$ cat src/hdl/qvr_pkg.sv
package qvr_pkg;

  // Quaternion parts are always 16-bit signed.
  localparam int unsigned QUAT_W = 16;
  // Exact pairwise quaternion product.
  localparam int unsigned PROD_W = 2 * QUAT_W;
  // Rotation matrix entry: a signed sum of four squares, or twice a sum or difference of two products.
  localparam int unsigned COEF_W = PROD_W + 2;

  typedef logic signed [QUAT_W-1:0] qvr_quat_t;
  typedef logic signed [PROD_W-1:0] qvr_prod_t;
  typedef logic signed [COEF_W-1:0] qvr_coef_t;

  // One row of the rotation matrix.
  typedef struct packed {
    qvr_coef_t c0;
    qvr_coef_t c1;
    qvr_coef_t c2;
  } qvr_row_coef_t;

  // Load enables of the pipeline stages, from the input side onwards.
  typedef struct packed {
    logic prod;
    logic coef;
    logic mul;
    logic sum;
    logic sat;
  } qvr_pipe_en_t;

endpackage

$ cat src/hdl/qvr_row.sv
module qvr_row #(
  parameter int unsigned VEC_BITS       = 16,
  parameter int unsigned QUAT_FRAC_BITS = 14
) (
  input  logic                   clk_i,
  input  qvr_pkg::qvr_pipe_en_t  en_i,
  input  qvr_pkg::qvr_row_coef_t coef_i,
  input  logic signed [VEC_BITS-1:0] vec0_i,
  input  logic signed [VEC_BITS-1:0] vec1_i,
  input  logic signed [VEC_BITS-1:0] vec2_i,
  output logic signed [VEC_BITS-1:0] rot_o,
  output logic                   clip_o
);
  import qvr_pkg::*;

  localparam int unsigned MUL_W   = COEF_W + VEC_BITS;
  localparam int unsigned SHIFT   = 2 * QUAT_FRAC_BITS;
  localparam int unsigned ACC_W   = MUL_W + 2;
  localparam int unsigned SUM_W   = (ACC_W > SHIFT + 2) ? ACC_W : SHIFT + 2;
  localparam int unsigned HI_W    = SUM_W - VEC_BITS + 1;
  localparam logic signed [SUM_W-1:0] RND = {{(SUM_W-1){1'b0}}, 1'b1} << (SHIFT - 1);
  localparam logic signed [VEC_BITS-1:0] VMAX = {1'b0, {(VEC_BITS-1){1'b1}}};
  localparam logic signed [VEC_BITS-1:0] VMIN = {1'b1, {(VEC_BITS-1){1'b0}}};

  logic signed [MUL_W-1:0] prod0_q, prod1_q, prod2_q;
  logic signed [SUM_W-1:0] sum_d, sum_q, shr;
  logic        [HI_W-1:0]  hi;
  logic                    pos_ovf, neg_ovf;
  logic signed [VEC_BITS-1:0] rot_d, rot_q;
  logic                    clip_d, clip_q;

  always_ff @(posedge clk_i) begin
    if (en_i.mul) begin
      prod0_q <= $signed(coef_i.c0) * vec0_i;
      prod1_q <= $signed(coef_i.c1) * vec1_i;
      prod2_q <= $signed(coef_i.c2) * vec2_i;
    end
  end

  // Exact dot product plus the half-unit rounding constant.
  assign sum_d = SUM_W'(prod0_q) + SUM_W'(prod1_q) + SUM_W'(prod2_q) + RND;

  always_ff @(posedge clk_i) begin
    if (en_i.sum) begin
      sum_q <= sum_d;
    end
  end

  // The arithmetic shift floors, so with the constant above this rounds half up.
  assign shr     = sum_q >>> SHIFT;
  assign hi      = shr[SUM_W-1:VEC_BITS-1];
  assign pos_ovf = !shr[SUM_W-1] && (|hi);
  assign neg_ovf = shr[SUM_W-1] && !(&hi);

  always_comb begin
    priority if (pos_ovf) begin
      rot_d = VMAX;
    end else if (neg_ovf) begin
      rot_d = VMIN;
    end else begin
      rot_d = shr[VEC_BITS-1:0];
    end
    clip_d = pos_ovf || neg_ovf;
  end

  always_ff @(posedge clk_i) begin
    if (en_i.sat) begin
      rot_q  <= rot_d;
      clip_q <= clip_d;
    end
  end

  assign rot_o  = rot_q;
  assign clip_o = clip_q;

endmodule

$ cat config.mk
export PLATFORM = sky130hd
export DESIGN_NAME = qvr_row
export DESIGN_NICKNAME = d
export VERILOG_FILES = /design/src/hdl/qvr_pkg.sv /design/src/hdl/qvr_row.sv
export SDC_FILE = /design/constraint.sdc
export NUM_CORES = 2
export LEC_CHECK = 0
export ABC_CLOCK_PERIOD_IN_PS = 11000
export BUFFER_PORTS_ARGS = -buffer_cell sky130_fd_sc_hd__clkbuf_2
export CAP_MARGIN = 20
export CORE_UTILIZATION = 42
export CTS_BUF_LIST = sky130_fd_sc_hd__clkbuf_4
export CTS_CLUSTER_SIZE = 14
export DETAILED_ROUTE_END_ITERATION = 8
export PLACE_DENSITY = 0.56
export SLEW_MARGIN = 40
export SYNTH_ARGS = -nofsm -noshare
export SYNTH_HDL_FRONTEND = slang
export SYNTH_SLANG_ARGS = --single-unit
$ cat constraint.sdc
create_clock -name clk_i -period 11 [get_ports clk_i]
set_clock_uncertainty 0.15 [all_clocks]
set_input_delay 2.75 -clock clk_i [delete_from_list [all_inputs] [get_ports clk_i]]
set_output_delay 2.75 -clock clk_i [all_outputs]
set_load 0.03 [all_outputs]
== Word level (Yosys, flattened, before mapping) ==
Cells that the tools add are included.

* Reduce and logical (&&, ||, !) cells: 7
* $add $sub $neg: 3
* Mux-type cells: 1
* $mul: 3

{| class="wikitable"
|+ Operators by type and width
! kind !! number
|-
| $mul A34 B16 Y50 || 3
|-
| $add A51 B50 Y52 || 1
|-
| $add A52 B29 Y52 const B || 1
|-
| $add A50 B50 Y51 || 1
|-
| $mux W16 || 1
|-
| $reduce_and A9 Y1 || 1
|-
| $reduce_or A9 Y1 || 1
|-
| $logic_and A1 B1 Y1 || 2
|-
| $logic_not A1 Y1 || 2
|-
| $logic_or A1 B1 Y1 || 1
|}

* Flip-flop bits (word level): 219
* Word-level logic and storage cells: 20
* Input bits: 156

== Logic depth before layout (Yosys ltp) ==
* Depth after elaboration: 4
* Mapped depth: 26
* Gate-level depth less buffers: 25

== Least setup slack after synthesis ==
OpenSTA, ideal clock, no wires.

* Path kind: input -> register
* Start: in vec2_i[7]
* End: reg prod2_q[42], data pin
* Path slack: 1863 ps
* Cell stages on the path: 25
* Arrival time: 8727 ps
* Setup time: 260 ps
* Path through: clkbuf_1 clkbuf_1 nand2_1 fa_1 inv_1 fa_1 inv_1 fa_1 inv_1 fa_1 fa_1 inv_1 fa_1 inv_1 ha_1 and2_1 a221oi_2 o21bai_2 a2111oi_4 a21oi_1 or2_1 a31o_4 a211o_1 a21oi_2 xnor2_1

* Word-level cells in the longest chain between the ends: 1

{| class="wikitable"
|+ Ends and longest elaborated chain
! item !! RTL line !! RTL
|-
| start: declaration || qvr_row.sv:10 || <nowiki>input logic signed [VEC_BITS-1:0] vec2_i,</nowiki>
|-
| $mul A34 B16 Y50 || qvr_row.sv:36 || <nowiki>prod2_q <= $signed(coef_i.c2) * vec2_i;</nowiki>
|-
| end signal: assignment || qvr_row.sv:36 ||
|-
| end: declaration || qvr_row.sv:25 || <nowiki>logic signed [MUL_W-1:0] prod0_q, prod1_q, prod2_q;</nowiki>
|}

Every way passes these cells.
A chain may end at the register's enable or synchronous reset.

== Worst setup path after layout ==
* Start: in vec0_i[4]
* End: reg prod0_q[47], data pin

* Word-level cells in the longest chain between the ends: 1

{| class="wikitable"
|+ Ends and longest elaborated chain
! item !! RTL line !! RTL
|-
| start: declaration || qvr_row.sv:8 || <nowiki>input logic signed [VEC_BITS-1:0] vec0_i,</nowiki>
|-
| $mul A34 B16 Y50 || qvr_row.sv:34 || <nowiki>prod0_q <= $signed(coef_i.c0) * vec0_i;</nowiki>
|-
| end signal: assignment || qvr_row.sv:34 ||
|-
| end: declaration || qvr_row.sv:25 ||
|}

Every way passes these cells.

==> qor.txt <==
GLOBAL ROUTE
-----------------------------------------------------------------------------------------------
Number of antenna violations at the first check in global routing ................           14
Maximum number of pins on one net before global-route repair .....................           78
Aggregate global routing overflow ................................................            0
Via count of the first global-routing pass .......................................       49,470
GRT Resource Usage Total .........................................................       22.74%
First-pass GRT wire length .......................................................   277,800 µm

SYNTH
-----------------------------------------------------------------------------------------------
Mux contribution to synthesized area .............................................     0.04589%
Synth top area cells ............................................................. sky130_fd_sc_hd__fa_1 49%, sky130_fd_sc_hd__inv_1 10%, sky130_fd_sc_hd__edfxtp_1 8.8%
Number of warning messages in the yosys log ......................................            0
Proportion of register bits with asynchronous set or reset after synthesis .......           0%
Post-synth design cell area ......................................................  0.06544 mm²
Avg Inst Size Synth ..............................................................    9.429 µm²
Xor/xnor cell area share of the yosys netlist ....................................       2.396%
Count of state elements after synthesis ..........................................          191
Net count after synthesis ........................................................        9,139
Synthesized netlist cell count ...................................................        6,940
Synth cell types .................................................................           75
Largest family of logic cells by synthesized area ................................  adder cells
Most common library cells after synthesis ........................................ 1,760 x sky130_fd_sc_hd__inv_1, 1,591 x sky130_fd_sc_hd__fa_1, 952 x sky130_fd_sc_hd__nand2_1
Count leader, synth .............................................................. sky130_fd_sc_hd__inv_1
Post-synthesis adder-cell area fraction ..........................................       57.31%
Basic-gate share of the synthesized area counting and, or, nand and nor cells ....       14.33%
Count of flip-flops with a built-in enable after synthesis .......................          191
Sequential share of the synthesized area .........................................       8.765%
Fraction of post-synthesis cell area in the top cell type by area ................       48.67%
Most frequently used flop master after synthesis ................................. sky130_fd_sc_hd__edfxtp_1
Most area-hungry cell type in the Yosys netlist .................................. sky130_fd_sc_hd__fa_1
Area fraction in compound gates after synthesis ..................................       5.422%

CLOCKING
-----------------------------------------------------------------------------------------------
Sinks on the clock net ...........................................................          191
Skew-Pair Late Insertion Delay ...................................................      0.70 ns
H-Tree Depth .....................................................................            4
Resized cells post-CTS ...........................................................            0
Post CTS Setup Buffer Count ......................................................            0
Number of buffers inserted for hold repair after clock tree synthesis ............            0
Clock tree from TritonCTS ........................................................          yes
TritonCTS buffer count ...........................................................           17
Clock tree root driver cell ...................................................... sky130_fd_sc_hd__clkbuf_4
Clock input transition at the sequential cells of the worst setup and hold paths .      0.19 ns
Maximum buffer depth of the clock tree ...........................................            2

FLOORPLAN
-----------------------------------------------------------------------------------------------
Row cnt ..........................................................................          144
Full die area ....................................................................   0.1574 mm²
Initial cell density of the core .................................................       42.38%
Floorplan Core Area ..............................................................   0.1544 mm²
Vertical die dimension ...........................................................     396.7 µm
Die width ........................................................................     396.7 µm
I/O pin count ....................................................................          173

ROUTING
-----------------------------------------------------------------------------------------------
Total detailed-routing wirelength ................................................   170,300 µm
Final routed wire length divided by cell count ...................................     19.05 µm
Number of DRC markers in iteration 0 .............................................        2,527
Residual antenna-violating net count after detailed routing ......................            0
Number of optimization iterations in the first detailed-route pass ...............            7
Vias .............................................................................       45,150
Via-per-instance ratio ...........................................................        5.052
Number of DRC violations after detailed routing ..................................            3

SETUP PATH
-----------------------------------------------------------------------------------------------
Required time of the critical path ...............................................     11.32 ns
Arrival time at the worst endpoint ...............................................      9.58 ns
Nature of the critical path endpoint .............................................         flop
Startpoint class of the critical path ............................................   input port
Critical Setup Path Class ........................................................    in -> reg
Top fanout value on the critical path ............................................           34

PLACEMENT
-----------------------------------------------------------------------------------------------
Detailed Place HPWL ..............................................................   135,600 µm
Number of buffers inserted by port buffering .....................................          170
Weighted congestion at the end of routability-driven global placement ............       0.8593

RUN
-----------------------------------------------------------------------------------------------
Max-Cap Viols ....................................................................            0

STA
-----------------------------------------------------------------------------------------------
Count of final setup violators ...................................................            0
Sum Neg Setup Slack ..............................................................         0 ns
Final Slew Violations ............................................................            0
Portion of the clock cycle consumed by the worst path in the final layout ........       84.16%
Worst Max-Slew Pin Slew ..........................................................    0.8823 ns
Number of failing hold endpoints at the final stage ..............................            0
Setup repair after global routing missed its margin ..............................        false
Highest Clock Rate ...............................................................   0.1080 GHz
Min cycle time layout ............................................................     9.257 ns
Worst max-slew margin expressed relative to the limit ............................       41.18%

FINAL LAYOUT
-----------------------------------------------------------------------------------------------
Share of final-layout standard cells stronger than drive strength 1 ..............       3.889%
Area growth syn-to-layout ........................................................       4.558%
Post-layout util .................................................................       44.31%
Area used by multi-input combinational logic .....................................  0.05204 mm²
Number of nets in the layout .....................................................        9,077
Sequential cell area ............................................................. 0.005736 mm²
Count of filler cells inserted in the layout .....................................       15,040

RUN STATUS
-----------------------------------------------------------------------------------------------
Run status ....................................................................... finished, violations left
Failing checks ...................................................................          DRC

HOLD PATH
-----------------------------------------------------------------------------------------------
Path category of the worst min-delay check .......................................   reg -> reg

-- metal layers --
layer / wire, µm / global-route usage, % / vias up / share of wire [%]
met5: 68 / 0 / - / 0.040
met2: 82850 / 38.20 / 1182 / 49
met4: 2691 / 4.192 / 12 / 1.6
met3: 10520 / 3.584 / 164 / 6.2
met1: 74140 / 31.22 / 23570 / 44
li1: - / - / 20220 / -
-- final timing paths --
kind                         from                     end  slack, ns  cells after the start
max                     vec0_i[4]   prod0_q[47]$_DFFE_PP_       1.74                     21
min           sum_q[30]$_DFFE_PP_  rot_o[2]$_SDFFCE_PP1P_       0.38                      1
max reg2reg  prod0_q[6]$_DFFE_PP_     sum_q[44]$_DFFE_PP_       6.41                     13
min reg2reg   sum_q[30]$_DFFE_PP_  rot_o[2]$_SDFFCE_PP1P_       0.38                      1
-- metrics by stage --
| stage | cell area, µm² | hold slack, ns | std cells | setup WS (ns) |
|---|---|---|---|---|
| 6_report | 68420 | 0.3776 | 8938 | 1.743 |
| 5_1_grt | 68420 | 0.3983 | 8938 | 1.384 |
| 4_1_cts | 68410 | 0.3801 | 8935 | 1.799 |
| 3_5_place_dp | 68110 | 0.3547 | 8903 | 0.9517 |
| 3_3_place_gp | 68040 | 0.3481 | 8902 | 0.9088 |
| 2_1_floorplan | 65440 | 0.3451 | 6940 | 1.863 |
-- sequential cells by signal, summed over array words and instances, names as in the netlist --
register	flops
prod1_q	50
prod2_q	50
prod0_q	50
clip_o	1
rot_o	16
sum_q	24
-- cell type report --
type                    count  area share [%]
diodes                      3         0.01097
clock buffers              17          0.1865
clock inverters            15          0.2597
inverters                1761           9.661
multi-input cells        4705           76.06
flip-flops and latches    191           8.383
well taps                2044           3.738
repair buffers            202           1.701
-- cells by family (layout without fill, tap and decap cells) --
kind of cell | after synthesis | in the layout
AOI/OAI and AO/OA | 531 | 531
xor gates and xnor gates | 179 | 179
adders and majority gates | 2043 | 2043
buffers and inverters | 2044 | 1995
DFF | 191 | 191
muxes | 3 | 3
other | 0 | 3
and+or+nand+nor | 1949 | 1949
-- worst max-delay path: stages --
cell and delay (ns):
sky130_fd_sc_hd__buf_2 0.63, sky130_fd_sc_hd__nand2_1 0.31, sky130_fd_sc_hd__fa_1 0.65, sky130_fd_sc_hd__inv_1 0.07, sky130_fd_sc_hd__fa_1 0.79, sky130_fd_sc_hd__inv_1 0.12, sky130_fd_sc_hd__fa_1 0.50, sky130_fd_sc_hd__fa_1 0.57
sky130_fd_sc_hd__fa_1 0.43, sky130_fd_sc_hd__fa_1 0.50, sky130_fd_sc_hd__inv_1 0.04, sky130_fd_sc_hd__ha_1 0.35, sky130_fd_sc_hd__a21o_1 0.20, sky130_fd_sc_hd__a21o_1 0.17, sky130_fd_sc_hd__a21oi_1 0.29, sky130_fd_sc_hd__o21bai_1 0.11
sky130_fd_sc_hd__a21o_1 0.20, sky130_fd_sc_hd__a21oi_1 0.18, sky130_fd_sc_hd__mux2i_1 0.22, sky130_fd_sc_hd__o211ai_1 0.11, sky130_fd_sc_hd__a311o_1 0.37
-- cell usage in the layout, fill, tap and decap left out, types with 26 or more instances in the layout --
cell	Yosys	routed
sky130_fd_sc_hd__ha_1	452	452
sky130_fd_sc_hd__xnor2_1	129	129
sky130_fd_sc_hd__nand4_1	26	26
sky130_fd_sc_hd__o21bai_1	26	26
sky130_fd_sc_hd__a21o_1	118	118
sky130_fd_sc_hd__fa_1	1591	1591
sky130_fd_sc_hd__a21oi_1	163	162
sky130_fd_sc_hd__nand2_1	952	952
sky130_fd_sc_hd__nand3_1	33	33
sky130_fd_sc_hd__nor2_1	155	155
sky130_fd_sc_hd__edfxtp_1	191	191
sky130_fd_sc_hd__buf_4	0	29
sky130_fd_sc_hd__clkbuf_2	0	146
sky130_fd_sc_hd__and2_1	660	660
sky130_fd_sc_hd__clkbuf_4	0	29
sky130_fd_sc_hd__o21ai_0	77	77
sky130_fd_sc_hd__xor2_1	50	50
sky130_fd_sc_hd__nand2b_1	36	36
sky130_fd_sc_hd__inv_1	1760	1760
Power is not shown: default switching activity piles up to over one toggle a cycle in this logic, so the estimate is an artifact.
